$ cat src/design/bvm_pkg.sv
// ----------------------------------------------------------------------------
// bvm_pkg
// Shared types, widths and constants of the battery voltage and charge
// monitor: payload structs, serial unit requests, register indexes.
// ----------------------------------------------------------------------------
`default_nettype none

package bvm_pkg;

	// Field widths
	localparam int ADC_W      = 12;
	localparam int STAMP_W    = 32;
	localparam int MC_W       = 14;
	localparam int MV_W       = 16;
	localparam int MA_W       = 16;
	localparam int MAH_W      = 16;
	localparam int CELL_W     = 4;
	localparam int WEIGHT_W   = 8;
	localparam int MCOUNT_W   = 4;
	localparam int ACC_W      = 48;
	localparam int CSUM_W     = 18;
	localparam int CPROD_W    = 20;

	// Motor inputs carried by one item, and default for the used count
	localparam int NUM_MOTOR_IN   = 8;
	localparam int MAX_MOTORS_DEF = 8;

	// Scaling and charge constants
	localparam int unsigned SCALE_NUM = 2420;
	localparam int unsigned SCALE_DEN = 273;
	localparam int unsigned MAH_MAMS  = 3600000;
	localparam int unsigned CELL_TOP  = 15;

	// Serial multiplier: a (up to 32 bits) times b (up to 16 bits)
	localparam int MUL_A_W = 32;
	localparam int MUL_B_W = 16;
	localparam int MUL_P_W = MUL_A_W + MUL_B_W;

	// Serial divider: 24-bit dividend, 9-bit divisor
	localparam int DIV_N_W = 24;
	localparam int DIV_D_W = 9;

	// Configuration port
	localparam int CFG_IDX_W  = 3;
	localparam int CFG_DATA_W = 16;

	typedef enum logic [CFG_IDX_W-1:0] {
		CFG_FILTER_WEIGHT   = 3'd0,
		CFG_MAX_CELL_MV     = 3'd1,
		CFG_MIN_CELL_MV     = 3'd2,
		CFG_IDLE_CURRENT_MA = 3'd3,
		CFG_MOTOR_COUNT     = 3'd4
	} cfg_idx_t;

	// Register reset values
	localparam logic [WEIGHT_W-1:0] RST_FILTER_WEIGHT   = 8'd7;
	localparam logic [MV_W-1:0]     RST_MAX_CELL_MV     = 16'd4200;
	localparam logic [MV_W-1:0]     RST_MIN_CELL_MV     = 16'd3300;
	localparam logic [MA_W-1:0]     RST_IDLE_CURRENT_MA = 16'd300;
	localparam logic [MCOUNT_W-1:0] RST_MOTOR_COUNT     = 4'd4;

	typedef struct packed {
		logic              func;
		logic [ADC_W-1:0]  adc_raw;
		logic [STAMP_W-1:0] now_ms;
		logic [MC_W-1:0]   motor_current_0;
		logic [MC_W-1:0]   motor_current_1;
		logic [MC_W-1:0]   motor_current_2;
		logic [MC_W-1:0]   motor_current_3;
		logic [MC_W-1:0]   motor_current_4;
		logic [MC_W-1:0]   motor_current_5;
		logic [MC_W-1:0]   motor_current_6;
		logic [MC_W-1:0]   motor_current_7;
	} item_t;

	typedef struct packed {
		logic [MV_W-1:0]   voltage_mv;
		logic [MA_W-1:0]   current_ma;
		logic [MAH_W-1:0]  used_mah;
		logic [CELL_W-1:0] cell_count;
		logic              low_battery;
	} result_t;

	typedef struct packed {
		logic               start;
		logic [MUL_A_W-1:0] a;
		logic [MUL_B_W-1:0] b;
	} mul_req_t;

	typedef struct packed {
		logic               start;
		logic [DIV_N_W-1:0] dividend;
		logic [DIV_D_W-1:0] divisor;
	} div_req_t;

endpackage

`default_nettype wire

$ cat src/design/battery_voltage_and_charge_monitor.sv
// ----------------------------------------------------------------------------
// battery_voltage_and_charge_monitor
// Battery voltage filter, current sum, charge counter and cell detection.
// ----------------------------------------------------------------------------
// Use:
//   item channel (item_valid/item_stall, payload item) carries one request:
//   func 0 is a measurement update, func 1 recomputes the cell count.
//   result channel (result_valid/result_stall, payload result) returns one
//   result per request. cfg channel (cfg_valid/cfg_ready, always ready)
//   writes a register by index; write only while the block is idle.
// Flow:
//   An update runs a serial multiply of the ADC sample, two divisions of
//   24-bit dividends in the shared serial divider (scaling and filter),
//   the charge multiply (overlapped with the first division) and a short
//   multiply for the low-battery threshold.
//   The filter and threshold multiplies grow with the bit length of
//   filter_weight and of the cell count.
//   A cell-count request scans the candidate counts 0 to 15, then runs
//   the threshold multiply.
//   One request is worked on at a time; item_stall is high from the cycle
//   after a transfer until the result has gone to the output register.
// Reset: all state and registers go to their reset values, no result valid.
// Stall: a waiting result holds in the output register; the next request
//   is still taken and worked on, and waits at the end until the register
//   frees.
// ----------------------------------------------------------------------------
`default_nettype none

module battery_voltage_and_charge_monitor import bvm_pkg::*; #(
	parameter int MAX_MOTORS = MAX_MOTORS_DEF
) (
	input  wire logic                  clk,
	input  wire logic                  arst_n,
	input  wire logic                  item_valid,
	output logic                       item_stall,
	input  wire item_t                 item,
	output logic                       result_valid,
	input  wire logic                  result_stall,
	output result_t                    result,
	input  wire logic                  cfg_valid,
	output logic                       cfg_ready,
	input  wire logic [CFG_IDX_W-1:0]  cfg_index,
	input  wire logic [CFG_DATA_W-1:0] cfg_data
);

	localparam int KW     = $clog2(MAX_MOTORS + 1);
	localparam int MIDX_W = (MAX_MOTORS > 1) ? $clog2(MAX_MOTORS) : 1;

	typedef enum logic [3:0] {
		ST_IDLE,
		ST_SCALE,
		ST_SCALE_W,
		ST_CHG_W,
		ST_ACC,
		ST_MAH,
		ST_FMUL_W,
		ST_FDIV_W,
		ST_CELL,
		ST_LOW,
		ST_LOW_W
	} state_t;

	// Configuration registers
	logic [WEIGHT_W-1:0] filter_weight_q;
	logic [MV_W-1:0]     max_cell_q;
	logic [MV_W-1:0]     min_cell_q;
	logic [MA_W-1:0]     idle_q;
	logic [MCOUNT_W-1:0] motor_count_q;

	// Monitor state
	state_t              state_q;
	item_t               item_q;
	logic [MV_W-1:0]     filtered_q;
	logic [CELL_W-1:0]   cells_q;
	logic [STAMP_W-1:0]  last_stamp_q;
	logic [ACC_W-1:0]    acc_q;
	logic [MAH_W-1:0]    used_q;
	logic [MA_W-1:0]     last_cur_q;

	// Work registers
	logic [CSUM_W-1:0]   sum_q;
	logic [KW-1:0]       k_q;
	logic [MV_W-1:0]     sample_q;
	logic [ACC_W-1:0]    add_q;
	logic [CELL_W-1:0]   j_q;
	logic [CPROD_W-1:0]  cprod_q;
	logic                out_valid_q;
	result_t             result_q;

	// Serial units
	mul_req_t            mul_req;
	logic                mul_busy;
	logic [MUL_P_W-1:0]  mul_p;
	div_req_t            div_req;
	logic                div_busy;
	logic [DIV_N_W-1:0]  div_q;

	logic [MC_W-1:0]     motor_all [NUM_MOTOR_IN];
	logic [MC_W-1:0]     motor_arr [MAX_MOTORS];
	logic [KW-1:0]       lim;
	logic                sum_done;
	logic [MA_W-1:0]     cur_sat;
	logic [STAMP_W-1:0]  elapsed;
	logic [ACC_W:0]      acc_sum;
	logic                cell_more;
	logic                out_free;
	logic                out_load;

	bvm_mul u_mul (
		.clk     (clk),
		.arst_n  (arst_n),
		.req     (mul_req),
		.busy    (mul_busy),
		.product (mul_p)
	);

	bvm_div u_div (
		.clk      (clk),
		.arst_n   (arst_n),
		.req      (div_req),
		.busy     (div_busy),
		.quotient (div_q)
	);

	// Gather the motor currents that this build sums
	assign motor_all[0] = item_q.motor_current_0;
	assign motor_all[1] = item_q.motor_current_1;
	assign motor_all[2] = item_q.motor_current_2;
	assign motor_all[3] = item_q.motor_current_3;
	assign motor_all[4] = item_q.motor_current_4;
	assign motor_all[5] = item_q.motor_current_5;
	assign motor_all[6] = item_q.motor_current_6;
	assign motor_all[7] = item_q.motor_current_7;

	for (genvar i = 0; i < MAX_MOTORS; i++) begin : g_motor
		assign motor_arr[i] = motor_all[i];
	end

	// Datapath helpers
	always_comb begin
		lim       = (motor_count_q > MCOUNT_W'(MAX_MOTORS)) ? KW'(MAX_MOTORS)
		                                                  : KW'(motor_count_q);
		sum_done  = (k_q >= lim);
		cur_sat   = (sum_q > CSUM_W'(16'hFFFF)) ? 16'hFFFF : sum_q[MA_W-1:0];
		elapsed   = item_q.now_ms - last_stamp_q;
		acc_sum   = {1'b0, acc_q} + {1'b0, add_q};
		cell_more = (j_q < CELL_W'(CELL_TOP)) &&
		            ((j_q < cells_q) || (CPROD_W'(filtered_q) > cprod_q));
		out_free  = !out_valid_q || !result_stall;
		out_load  = (state_q == ST_LOW_W) && !mul_busy && out_free;
	end

	// Issue work to the serial multiplier and divider
	always_comb begin
		mul_req = '0;
		div_req = '0;
		case (state_q)
			ST_SCALE: begin
				mul_req.start = 1'b1;
				mul_req.a     = MUL_A_W'(item_q.adc_raw);
				mul_req.b     = MUL_B_W'(SCALE_NUM);
			end
			ST_SCALE_W: begin
				if (sum_done && !mul_busy) begin
					mul_req.start    = 1'b1;
					mul_req.a        = elapsed;
					mul_req.b        = cur_sat;
					div_req.start    = 1'b1;
					div_req.dividend = mul_p[DIV_N_W-1:0];
					div_req.divisor  = DIV_D_W'(SCALE_DEN);
				end
			end
			ST_ACC: begin
				mul_req.start = 1'b1;
				mul_req.a     = MUL_A_W'(filtered_q);
				mul_req.b     = MUL_B_W'(filter_weight_q);
			end
			ST_FMUL_W: begin
				if (!mul_busy) begin
					div_req.start    = 1'b1;
					div_req.dividend = mul_p[DIV_N_W-1:0] + DIV_N_W'(sample_q);
					div_req.divisor  = {1'b0, filter_weight_q} + DIV_D_W'(1);
				end
			end
			ST_LOW: begin
				mul_req.start = 1'b1;
				mul_req.a     = MUL_A_W'(min_cell_q);
				mul_req.b     = MUL_B_W'(cells_q);
			end
			default: begin
			end
		endcase
	end

	// Write configuration registers
	always_ff @(posedge clk or negedge arst_n) begin
		if (!arst_n) begin
			filter_weight_q <= RST_FILTER_WEIGHT;
			max_cell_q      <= RST_MAX_CELL_MV;
			min_cell_q      <= RST_MIN_CELL_MV;
			idle_q          <= RST_IDLE_CURRENT_MA;
			motor_count_q   <= RST_MOTOR_COUNT;
		end else if (cfg_valid) begin
			case (cfg_index)
				CFG_FILTER_WEIGHT:   filter_weight_q <= cfg_data[WEIGHT_W-1:0];
				CFG_MAX_CELL_MV:     max_cell_q      <= cfg_data[MV_W-1:0];
				CFG_MIN_CELL_MV:     min_cell_q      <= cfg_data[MV_W-1:0];
				CFG_IDLE_CURRENT_MA: idle_q          <= cfg_data[MA_W-1:0];
				CFG_MOTOR_COUNT:     motor_count_q   <= cfg_data[MCOUNT_W-1:0];
				default: begin
				end
			endcase
		end
	end

	// Sequencer, monitor state and output register
	always_ff @(posedge clk or negedge arst_n) begin
		if (!arst_n) begin
			state_q      <= ST_IDLE;
			item_q       <= '0;
			filtered_q   <= '0;
			cells_q      <= '0;
			last_stamp_q <= '0;
			acc_q        <= '0;
			used_q       <= '0;
			last_cur_q   <= '0;
			sum_q        <= '0;
			k_q          <= '0;
			sample_q     <= '0;
			add_q        <= '0;
			j_q          <= '0;
			cprod_q      <= '0;
			out_valid_q  <= 1'b0;
			result_q     <= '0;
		end else begin
			// Load a new result, or drop the current one once it transfers
			if (out_load) begin
				out_valid_q <= 1'b1;
			end else if (out_valid_q && !result_stall) begin
				out_valid_q <= 1'b0;
			end
			case (state_q)
				ST_IDLE: begin
					if (item_valid) begin
						item_q  <= item;
						j_q     <= '0;
						cprod_q <= '0;
						state_q <= item.func ? ST_CELL : ST_SCALE;
					end
				end
				ST_SCALE: begin
					sum_q   <= CSUM_W'(idle_q);
					k_q     <= '0;
					state_q <= ST_SCALE_W;
				end
				ST_SCALE_W: begin
					// Add one motor current per cycle
					if (!sum_done) begin
						sum_q <= sum_q + CSUM_W'(motor_arr[k_q[MIDX_W-1:0]]);
						k_q   <= k_q + 1'b1;
					end else if (!mul_busy) begin
						last_cur_q   <= cur_sat;
						last_stamp_q <= item_q.now_ms;
						state_q      <= ST_CHG_W;
					end
				end
				ST_CHG_W: begin
					if (!mul_busy && !div_busy) begin
						sample_q <= div_q[MV_W-1:0];
						add_q    <= mul_p;
						state_q  <= ST_ACC;
					end
				end
				ST_ACC: begin
					// Saturating charge accumulate
					acc_q   <= acc_sum[ACC_W] ? '1 : acc_sum[ACC_W-1:0];
					state_q <= ST_MAH;
				end
				ST_MAH: begin
					// Count at most one mAh per update
					if (acc_q >= ACC_W'(MAH_MAMS)) begin
						acc_q <= acc_q - ACC_W'(MAH_MAMS);
						if (used_q != '1) begin
							used_q <= used_q + 1'b1;
						end
					end
					state_q <= ST_FMUL_W;
				end
				ST_FMUL_W: begin
					if (!mul_busy) begin
						state_q <= ST_FDIV_W;
					end
				end
				ST_FDIV_W: begin
					if (!div_busy) begin
						filtered_q <= div_q[MV_W-1:0];
						state_q    <= ST_LOW;
					end
				end
				ST_CELL: begin
					// Advance the candidate count, up to 15, while it is below the old
					// count or still fails to cover the filtered voltage
					if (cell_more) begin
						j_q     <= j_q + 1'b1;
						cprod_q <= cprod_q + CPROD_W'(max_cell_q);
					end else begin
						cells_q <= j_q;
						state_q <= ST_LOW;
					end
				end
				ST_LOW: begin
					state_q <= ST_LOW_W;
				end
				ST_LOW_W: begin
					// Hold until the threshold is ready and the output frees
					if (out_load) begin
						result_q.voltage_mv  <= filtered_q;
						result_q.current_ma  <= last_cur_q;
						result_q.used_mah    <= used_q;
						result_q.cell_count  <= cells_q;
						result_q.low_battery <= (CPROD_W'(filtered_q) <
						                         mul_p[CPROD_W-1:0]);
						state_q              <= ST_IDLE;
					end
				end
				default: begin
					state_q <= ST_IDLE;
				end
			endcase
		end
	end

	assign item_stall   = (state_q != ST_IDLE);
	assign result_valid = out_valid_q;
	assign result       = result_q;
	assign cfg_ready    = 1'b1;

endmodule

`default_nettype wire

$ cat src/design/bvm_mul.sv
// ----------------------------------------------------------------------------
// bvm_mul
// Bit-serial shift-and-add multiplier. One multiplier bit per cycle, LSB
// first; finishes as soon as the remaining multiplier bits are all zero.
// ----------------------------------------------------------------------------
`default_nettype none

module bvm_mul import bvm_pkg::*; (
	input  wire logic               clk,
	input  wire logic               arst_n,
	input  wire mul_req_t           req,
	output logic                    busy,
	output logic [MUL_P_W-1:0]      product
);

	logic [MUL_P_W-1:0] a_q;
	logic [MUL_B_W-1:0] b_q;
	logic [MUL_P_W-1:0] p_q;
	logic               busy_q;

	// Load operands, then add the shifted multiplicand per set bit
	always_ff @(posedge clk or negedge arst_n) begin
		if (!arst_n) begin
			a_q    <= '0;
			b_q    <= '0;
			p_q    <= '0;
			busy_q <= 1'b0;
		end else if (req.start) begin
			a_q    <= MUL_P_W'(req.a);
			b_q    <= req.b;
			p_q    <= '0;
			busy_q <= 1'b1;
		end else if (busy_q) begin
			if (b_q == '0) begin
				busy_q <= 1'b0;
			end else begin
				if (b_q[0]) begin
					p_q <= p_q + a_q;
				end
				a_q <= {a_q[MUL_P_W-2:0], 1'b0};
				b_q <= {1'b0, b_q[MUL_B_W-1:1]};
			end
		end
	end

	assign busy    = busy_q;
	assign product = p_q;

endmodule

`default_nettype wire

$ cat src/design/bvm_div.sv
// ----------------------------------------------------------------------------
// bvm_div
// Restoring radix-2 divider. One quotient bit per cycle; the quotient bits
// shift into the dividend register as the dividend bits leave it.
// ----------------------------------------------------------------------------
`default_nettype none

module bvm_div import bvm_pkg::*; (
	input  wire logic               clk,
	input  wire logic               arst_n,
	input  wire div_req_t           req,
	output logic                    busy,
	output logic [DIV_N_W-1:0]      quotient
);

	localparam int CNT_W = $clog2(DIV_N_W + 1);

	logic [DIV_N_W-1:0] n_q;
	logic [DIV_D_W-1:0] d_q;
	logic [DIV_D_W-1:0] r_q;
	logic [CNT_W-1:0]   cnt_q;
	logic               busy_q;

	logic [DIV_D_W:0]   trial;
	logic [DIV_D_W:0]   diff;
	logic               ge;

	// Trial subtract of the divisor from the shifted partial remainder
	always_comb begin
		trial = {r_q, n_q[DIV_N_W-1]};
		diff  = trial - {1'b0, d_q};
		ge    = (trial >= {1'b0, d_q});
	end

	always_ff @(posedge clk or negedge arst_n) begin
		if (!arst_n) begin
			n_q    <= '0;
			d_q    <= '0;
			r_q    <= '0;
			cnt_q  <= '0;
			busy_q <= 1'b0;
		end else if (req.start) begin
			n_q    <= req.dividend;
			d_q    <= req.divisor;
			r_q    <= '0;
			cnt_q  <= CNT_W'(DIV_N_W);
			busy_q <= 1'b1;
		end else if (busy_q) begin
			r_q   <= ge ? diff[DIV_D_W-1:0] : trial[DIV_D_W-1:0];
			n_q   <= {n_q[DIV_N_W-2:0], ge};
			cnt_q <= cnt_q - 1'b1;
			if (cnt_q == CNT_W'(1)) begin
				busy_q <= 1'b0;
			end
		end
	end

	assign busy     = busy_q;
	assign quotient = n_q;

endmodule

`default_nettype wire

$ cat config.mk
export PLATFORM = sky130hd
export DESIGN_NAME = battery_voltage_and_charge_monitor
export DESIGN_NICKNAME = d
export VERILOG_FILES = /design/src/design/bvm_pkg.sv /design/src/design/battery_voltage_and_charge_monitor.sv /design/src/design/bvm_mul.sv /design/src/design/bvm_div.sv
export SDC_FILE = /design/constraint.sdc
export NUM_CORES = 2
export LEC_CHECK = 0
export ABC_AREA = 0
export BUFFER_PORTS_ARGS = -buffer_cell sky130_fd_sc_hd__buf_2
export CORE_MARGIN = 3
export CORE_UTILIZATION = 60
export DETAILED_ROUTE_END_ITERATION = 16
export PLACE_DENSITY = 0.79
export REMOVE_ABC_BUFFERS = 1
export SYNTH_ARGS = -nofsm -noshare
export SYNTH_HDL_FRONTEND = slang
export SYNTH_SLANG_ARGS = --single-unit
$ cat constraint.sdc
create_clock -name clk -period 11.4 [get_ports clk]
set_input_delay 1.14 -clock clk [delete_from_list [all_inputs] [get_ports clk]]
set_output_delay 1.14 -clock clk [all_outputs]
set_load 0.005 [all_outputs]
# Yosys cells after proc, flatten, opt, wreduce, memory -nomap -nowiden
# Cells that the tools add are included.
# totals
reg_bits,677
inputBits,181
elab_cells,197
# op_classes
add_sub_neg,13
magnitude_cmp,10
n_eq_ne,28
mux,58
bitwise,4
n_reduce_logical,41
# op_table
cell,count
48-bit two-way mux,9
49-bit one-hot mux with 4 select lines,1
48-bit one-hot mux with 2 select lines,1
34-bit two-way mux,2
34-bit one-hot mux with 2 select lines,1
16-bit two-way mux,4
4-bit two-way mux,13
48-bit by 48-bit adder with 49-bit output,1
49-bit two-way mux,1
48-bit adder,1
"48-bit by 22-bit greater-or-equal comparator with 1-bit output, second input constant",1
24-bit two-way mux,2
"48-bit by 22-bit subtractor with 48-bit output, second input constant",1
4-bit one-hot mux with 11 select lines,1
14-bit binary-select mux with 3-bit select,1
20-bit two-way mux,2
20-bit one-hot mux with 2 select lines,1
18-bit one-hot mux with 2 select lines,1
32-bit subtractor,1
14-bit two-way mux,2
9-bit two-way mux,3
2-bit AND reduction,13
24-bit by 16-bit adder with 24-bit output,1
"2-bit inequality test, second input constant",12
41 further kinds,78

# Longest topological paths before layout
# logic_depth
word_depth,8
mapped_depth,16
depth_no_buf,15

# Hierarchy
# From an unflattened synthesis, not the netlist that was laid out.
# hier_totals
cells_unflattened,4033
hier_area_um2,39793.2
# by_module_without_submodules
module,instances,cells_each,area_each_um2,seq_area_each_um2
battery_voltage_and_charge_monitor,1,2866,29545.8,12934.9
bvm_mul,1,906,7652.3,2827.7
bvm_div,1,261,2595.0,1201.2

# Least setup slack after synthesis
# No wires, ideal clock.
# synth_path
path_type,flip-flop to flip-flop
start,reg k_q[0]
end,reg sum_q[14]
setup_ns,0.087
arrival_ns,3.974
setup_slack_ns,7.339
stages_incl_launch_ff,17
path_buffers,1
period_less_slack_ns,4.061
path_cell_list,dfrtp_1 > buf_1 > mux4_2 > mux2_2 > ha_1 > fa_1 > a21o_1 > a21oi_1 > o21bai_1 > a21oi_1 > o21ba_2 > o21ai_0 > a21o_1 > a21o_1 > nand3_1 > o21ai_0 > a22oi_1
# synth_via
elab_chain_len,7
# synth_rtl
item,line,text
"start, declared",battery_voltage_and_charge_monitor.sv:82,logic [KW-1:0] k_q;
"start signal, assigned",battery_voltage_and_charge_monitor.sv:260,k_q <= k_q + 1'b1;
3-bit NOT with 4-bit output (not written as such),battery_voltage_and_charge_monitor.sv:259,sum_q <= sum_q + CSUM_W'(motor_arr[k_q[MIDX_W-1:0]]);
14-bit binary-select mux with 3-bit select,battery_voltage_and_charge_monitor.sv:259,
14-bit two-way mux (not written as such) (2 in series),battery_voltage_and_charge_monitor.sv:259,
18-bit by 14-bit adder with 18-bit output,battery_voltage_and_charge_monitor.sv:259,
18-bit two-way mux,battery_voltage_and_charge_monitor.sv:258,if (!sum_done) begin
18-bit one-hot mux with 2 select lines,battery_voltage_and_charge_monitor.sv:242,case (state_q)
"end signal, assigned",battery_voltage_and_charge_monitor.sv:252,sum_q <= CSUM_W'(idle_q);
"end signal, assigned",battery_voltage_and_charge_monitor.sv:259,
"end, declared",battery_voltage_and_charge_monitor.sv:81,logic [CSUM_W-1:0] sum_q;
# Parallel ways exist; a longest one is shown, timed or not. The select of a mux whose other input is x is not followed.
# A chain may end at the register's enable or synchronous reset.

# Worst setup path in the final report
# layout_path
start,reg motor_count_q[0]
end,reg u_mul.a_q[21]
# layout_via
elab_chain_len,8
# layout_rtl
item,line,text
"start, declared",battery_voltage_and_charge_monitor.sv:68,logic [MCOUNT_W-1:0] motor_count_q;
"start signal, assigned",battery_voltage_and_charge_monitor.sv:209,CFG_MOTOR_COUNT: motor_count_q <= cfg_data[MCOUNT_W-1:0];
4-bit > comparator,battery_voltage_and_charge_monitor.sv:141,lim = (motor_count_q > MCOUNT_W'(MAX_MOTORS)) ? KW'(MAX_MOTORS)
4-bit two-way mux (*),battery_voltage_and_charge_monitor.sv:141,
4-bit greater-or-equal comparator (*),battery_voltage_and_charge_monitor.sv:143,sum_done = (k_q >= lim);
1-bit logical AND (*),battery_voltage_and_charge_monitor.sv:164,if (sum_done && !mul_busy) begin
49-bit two-way mux (*),battery_voltage_and_charge_monitor.sv:164,
49-bit one-hot mux with 4 select lines (*),battery_voltage_and_charge_monitor.sv:157,case (state_q)
2-bit inequality test (no line) / 2-bit nonzero test (equally long branches),--,
2-bit AND reduction (no line),--,
"end signal, assigned",bvm_mul.sv:29,a_q <= MUL_P_W'(req.a);
"end signal, assigned",bvm_mul.sv:40,"a_q <= {a_q[MUL_P_W-2:0], 1'b0};"
"end, declared",bvm_mul.sv:16,logic [MUL_P_W-1:0] a_q;
# Mark *: on every way between the ends. The rest lies on a longest branch, timed or not.

==> run summary <==
Status - finished, final reports clean
Die width - 260 um
First drt pass iteration count - 7
Largest net degree at the start of global routing - 170
Avg WL per Cell - 20.0 um
# setup viols final - 0
Worst-margin pin slew - 1.13 ns
Total GRT Usage - 29.8%
Total vias in the final route - 30.8k
Core area - 63500 sq um
Die area - 67700 sq um
Fmax - 236 MHz
Worst Path Required - 11.89 ns
Asr flop ratio synth - 100%
CP startpoint kind - flop
Critical Path, Cell by Cell - nor2b_1, ha_1, nand2b_1, a21o_1, a21o_1, a21oi_1, nor3_2, buf_4, or2_2, buf_4, nor2_1, clkinv_1, nor2_1, a21oi_1, a21boi_0
Predominant post-synthesis flop cell - dfrtp_1
Relative slew slack - 24.2%
Starting Density - 61.0%
Share of layout cells above drive strength 1 - 19.4%
Register area share after synthesis - 43.7%
Worst Path Max Fanout - 68
CP peak stage delay - 0.62 ns
Power density over the cells - 291 nW/um^2
Max cap viols - 0
H-tree depth - 3
Critical Path End Type - flop
Worst Hold Class - reg2reg
FP Rows - 92
Kind of critical path - reg2reg
TritonCTS Buffers - 73
Antenna Nets Post-Route - 0
# clock sinks - 677
LEAKAGE - 0.0201 uW
Final Critical Period - 4.24 ns
# Post-CTS Setup Buffers - 0
Drt initial violations - 2365
CP max stage cell - clkinv_1
Synth Area per Inst - 9.84 sq um
Clock root buffer - clkbuf_16
Skew-Pair Late Insertion Delay - 0.63 ns
EDFF count, synth - 0
Bufs and invs on worst path - 3
First-pass GRT wire length - 162000 um
Post-Route WL - 100000 um
Longest Clk Path Bufs - 3
GRT overflow - 0
Num ports - 237
Syn Inst Count - 3939
Final Hold Vio Count - 0
Synth-to-layout area growth - 11.3%
Fin Setup TNS - 0 ns
Hold Slack - 0.466 ns
Vias per cell - 6.15
Yosys reg bits - 677
Clock transition at the registers of the reported paths - 0.06 ns
Post-CTS sizing - 0
Netlist cell types - 96
CTS tree - done
# hold bufs at CTS - 0
Peak supply drop - 0.229 mV
Final Max Tran Viols - 0
GPL Wtd Cong - 0.953
Final period util - 37.2%
PortBufs - 235
Antenna violations before repair - 8
Ys Warns - 0
Critical path arrival - 4.73 ns
Die height - 260 um
Final net count - 4518
RSZ-0062 raised after global routing - false
# fillers - 4816
Drt drc - 0
Top Family by Delay on Critical Path - simple AND/OR/NAND/NOR gates
HPWL Detailed - 71500 um
Mapped Area - 38800 sq um
Layout Skew - 0.0183 ns
Number of global-route vias before repair - 30.2k
cell usage in the layout (no fill, tap or decap), types with 24 or more instances in the layout:
cell	synthesis	layout
dfrtp_1	659	658
nand2_1	557	557
mux2_2	312	312
a21oi_1	303	301
nor2_1	254	251
o21ai_0	247	247
buf_2	12	234
ha_1	226	226
inv_1	141	141
xnor2_1	120	120
a21o_1	105	105
clkbuf_16	0	73
xor2_1	67	67
nor3_1	66	61
nand3_1	57	56
nand4_1	40	40
a31oi_1	38	38
a221oi_1	37	37
buf_4	10	35
mux2i_1	34	34
o21bai_1	30	30
nor2b_1	29	29
nand2b_1	29	29
a211oi_1	29	29
mux4_2	28	28
o21a_1	24	24
cell type report:
class,instances,area [sq um],area share [%]
Timing Repair Buffer,272,1490,3.45
Inverter,142,533,1.23
Antenna cell,1,2.50,0.00580
Sequential cell,677,17000,39.3
Clock inverter,24,319,0.739
Multi-Input combinational cell,2938,20600,47.8
Tap cell,846,1060,2.45
Clock buffer,111,2170,5.03
metal layers:
layer / part of all wire [%] / wire length (um) / vias up / global-route usage (%)
li1: - / - / 14450 / -
met1: 43 / 42700 / 14934 / 41.5
met2: 45 / 45400 / 1177 / 46.5
met3: 8.6 / 8580 / 222 / 6.63
met4: 3.4 / 3380 / 12 / 9.76
met5: 0.064 / 64 / - / 0
cell families after synthesis:
| kind of cell | count (synthesis) | share of synthesized area (%) |
|---|---|---|
| AND/OR/NAND/NOR | 1138 | 13.0 |
| AO/OA/AOI/OAI | 1001 | 16.4 |
| flip-flops | 677 | 43.7 |
| multiplexers | 378 | 11.7 |
| buffers and inverters | 324 | 3.28 |
| adder cells (fa/ha/maj) | 233 | 7.65 |
| XOR/XNOR | 187 | 4.22 |
| other | 1 | 0.00967 |
tightest hold or removal path, cell delays in order, from the launching register on:
cell and delay (ns):
dfrtp_1 0.33, nand2_1 0.05, nand2_1 0.06
path summary, 6_finish.rpt:
kind	slack, ns	depth (start not counted)	endpoint	startpoint
min in group asynchronous	0.53	1	acc_q[45]	arst_n
min reg2reg	0.47	2	result[14]	result[14]
max reg2reg	7.16	15	u_mul.a_q[21]	motor_count_q[0]
max	7.16	15	u_mul.a_q[21]	motor_count_q[0]
max in group asynchronous	8.59	3	filtered_q[6]	arst_n
min	0.47	2	result[14]	result[14]
flip-flops by register name, indices dropped and copies added (netlist names), 8 cells and up:
name and flops:
acc_q 48, add_q 48, cprod_q 20, filter_weight_q 8
filtered_q 16, idle_q 16, item_q 156, last_cur_q 16
last_stamp_q 32, max_cell_q 16, min_cell_q 16, result 53
sample_q 16, sum_q 18, u_div.d_q 9, u_div.quotient 24
u_div.r_q 9, u_mul.a_q 48, u_mul.b_q 16, u_mul.product 48
used_q 16
Yosys cell counts, drive strengths merged (13+ instances only):
library cell  count  area, sq um
xor2             67          587
nand3            57          285
o21a             24          180
a21o            105          788
inv             141          529
mux2i            34          340
o21ai           263         1330
nor3             67          340
nand2           557         2090
nor2b            29          181
a221oi           40          392
mux4             28          631
a211oi           30          230
nand4            40          250
and3             18          113
clkbuf          137          517
buf              45          221
xnor2           120         1050
ha              226         2830
nor4             15          109
dfstp            18          473
dfrtp           659        16500
o211ai           20          150
a21boi           13         97.6
a31oi            38          238
nor2            257         1000
a21oi           306         1540
mux2            316         3560
o21bai           30          225
or3              16          100
nand2b           30          195
where the power goes:
part	internal, uW	switching [uW]	total [uW]
Sequential	3270	851	4120
Combinational	2690	3310	6000
Clock	1420	1020	2440
stage by stage:
stage          area (sq um)  utilization, %  worst slack, ns  cells  total power [uW]
2_1_floorplan         38000               -            0.145   3757              8430
3_3_place_gp          40700            64.0             7.23   4875              9820
3_5_place_dp          40700            64.0             7.17   4875             10000
4_1_cts               43200            67.9             7.13   5010             12500
5_1_grt               43200            67.9             6.83   5011             13500
6_report              43200            67.9             7.16   5011             12600
No activity file was read; power rests on OpenSTA's default activity.
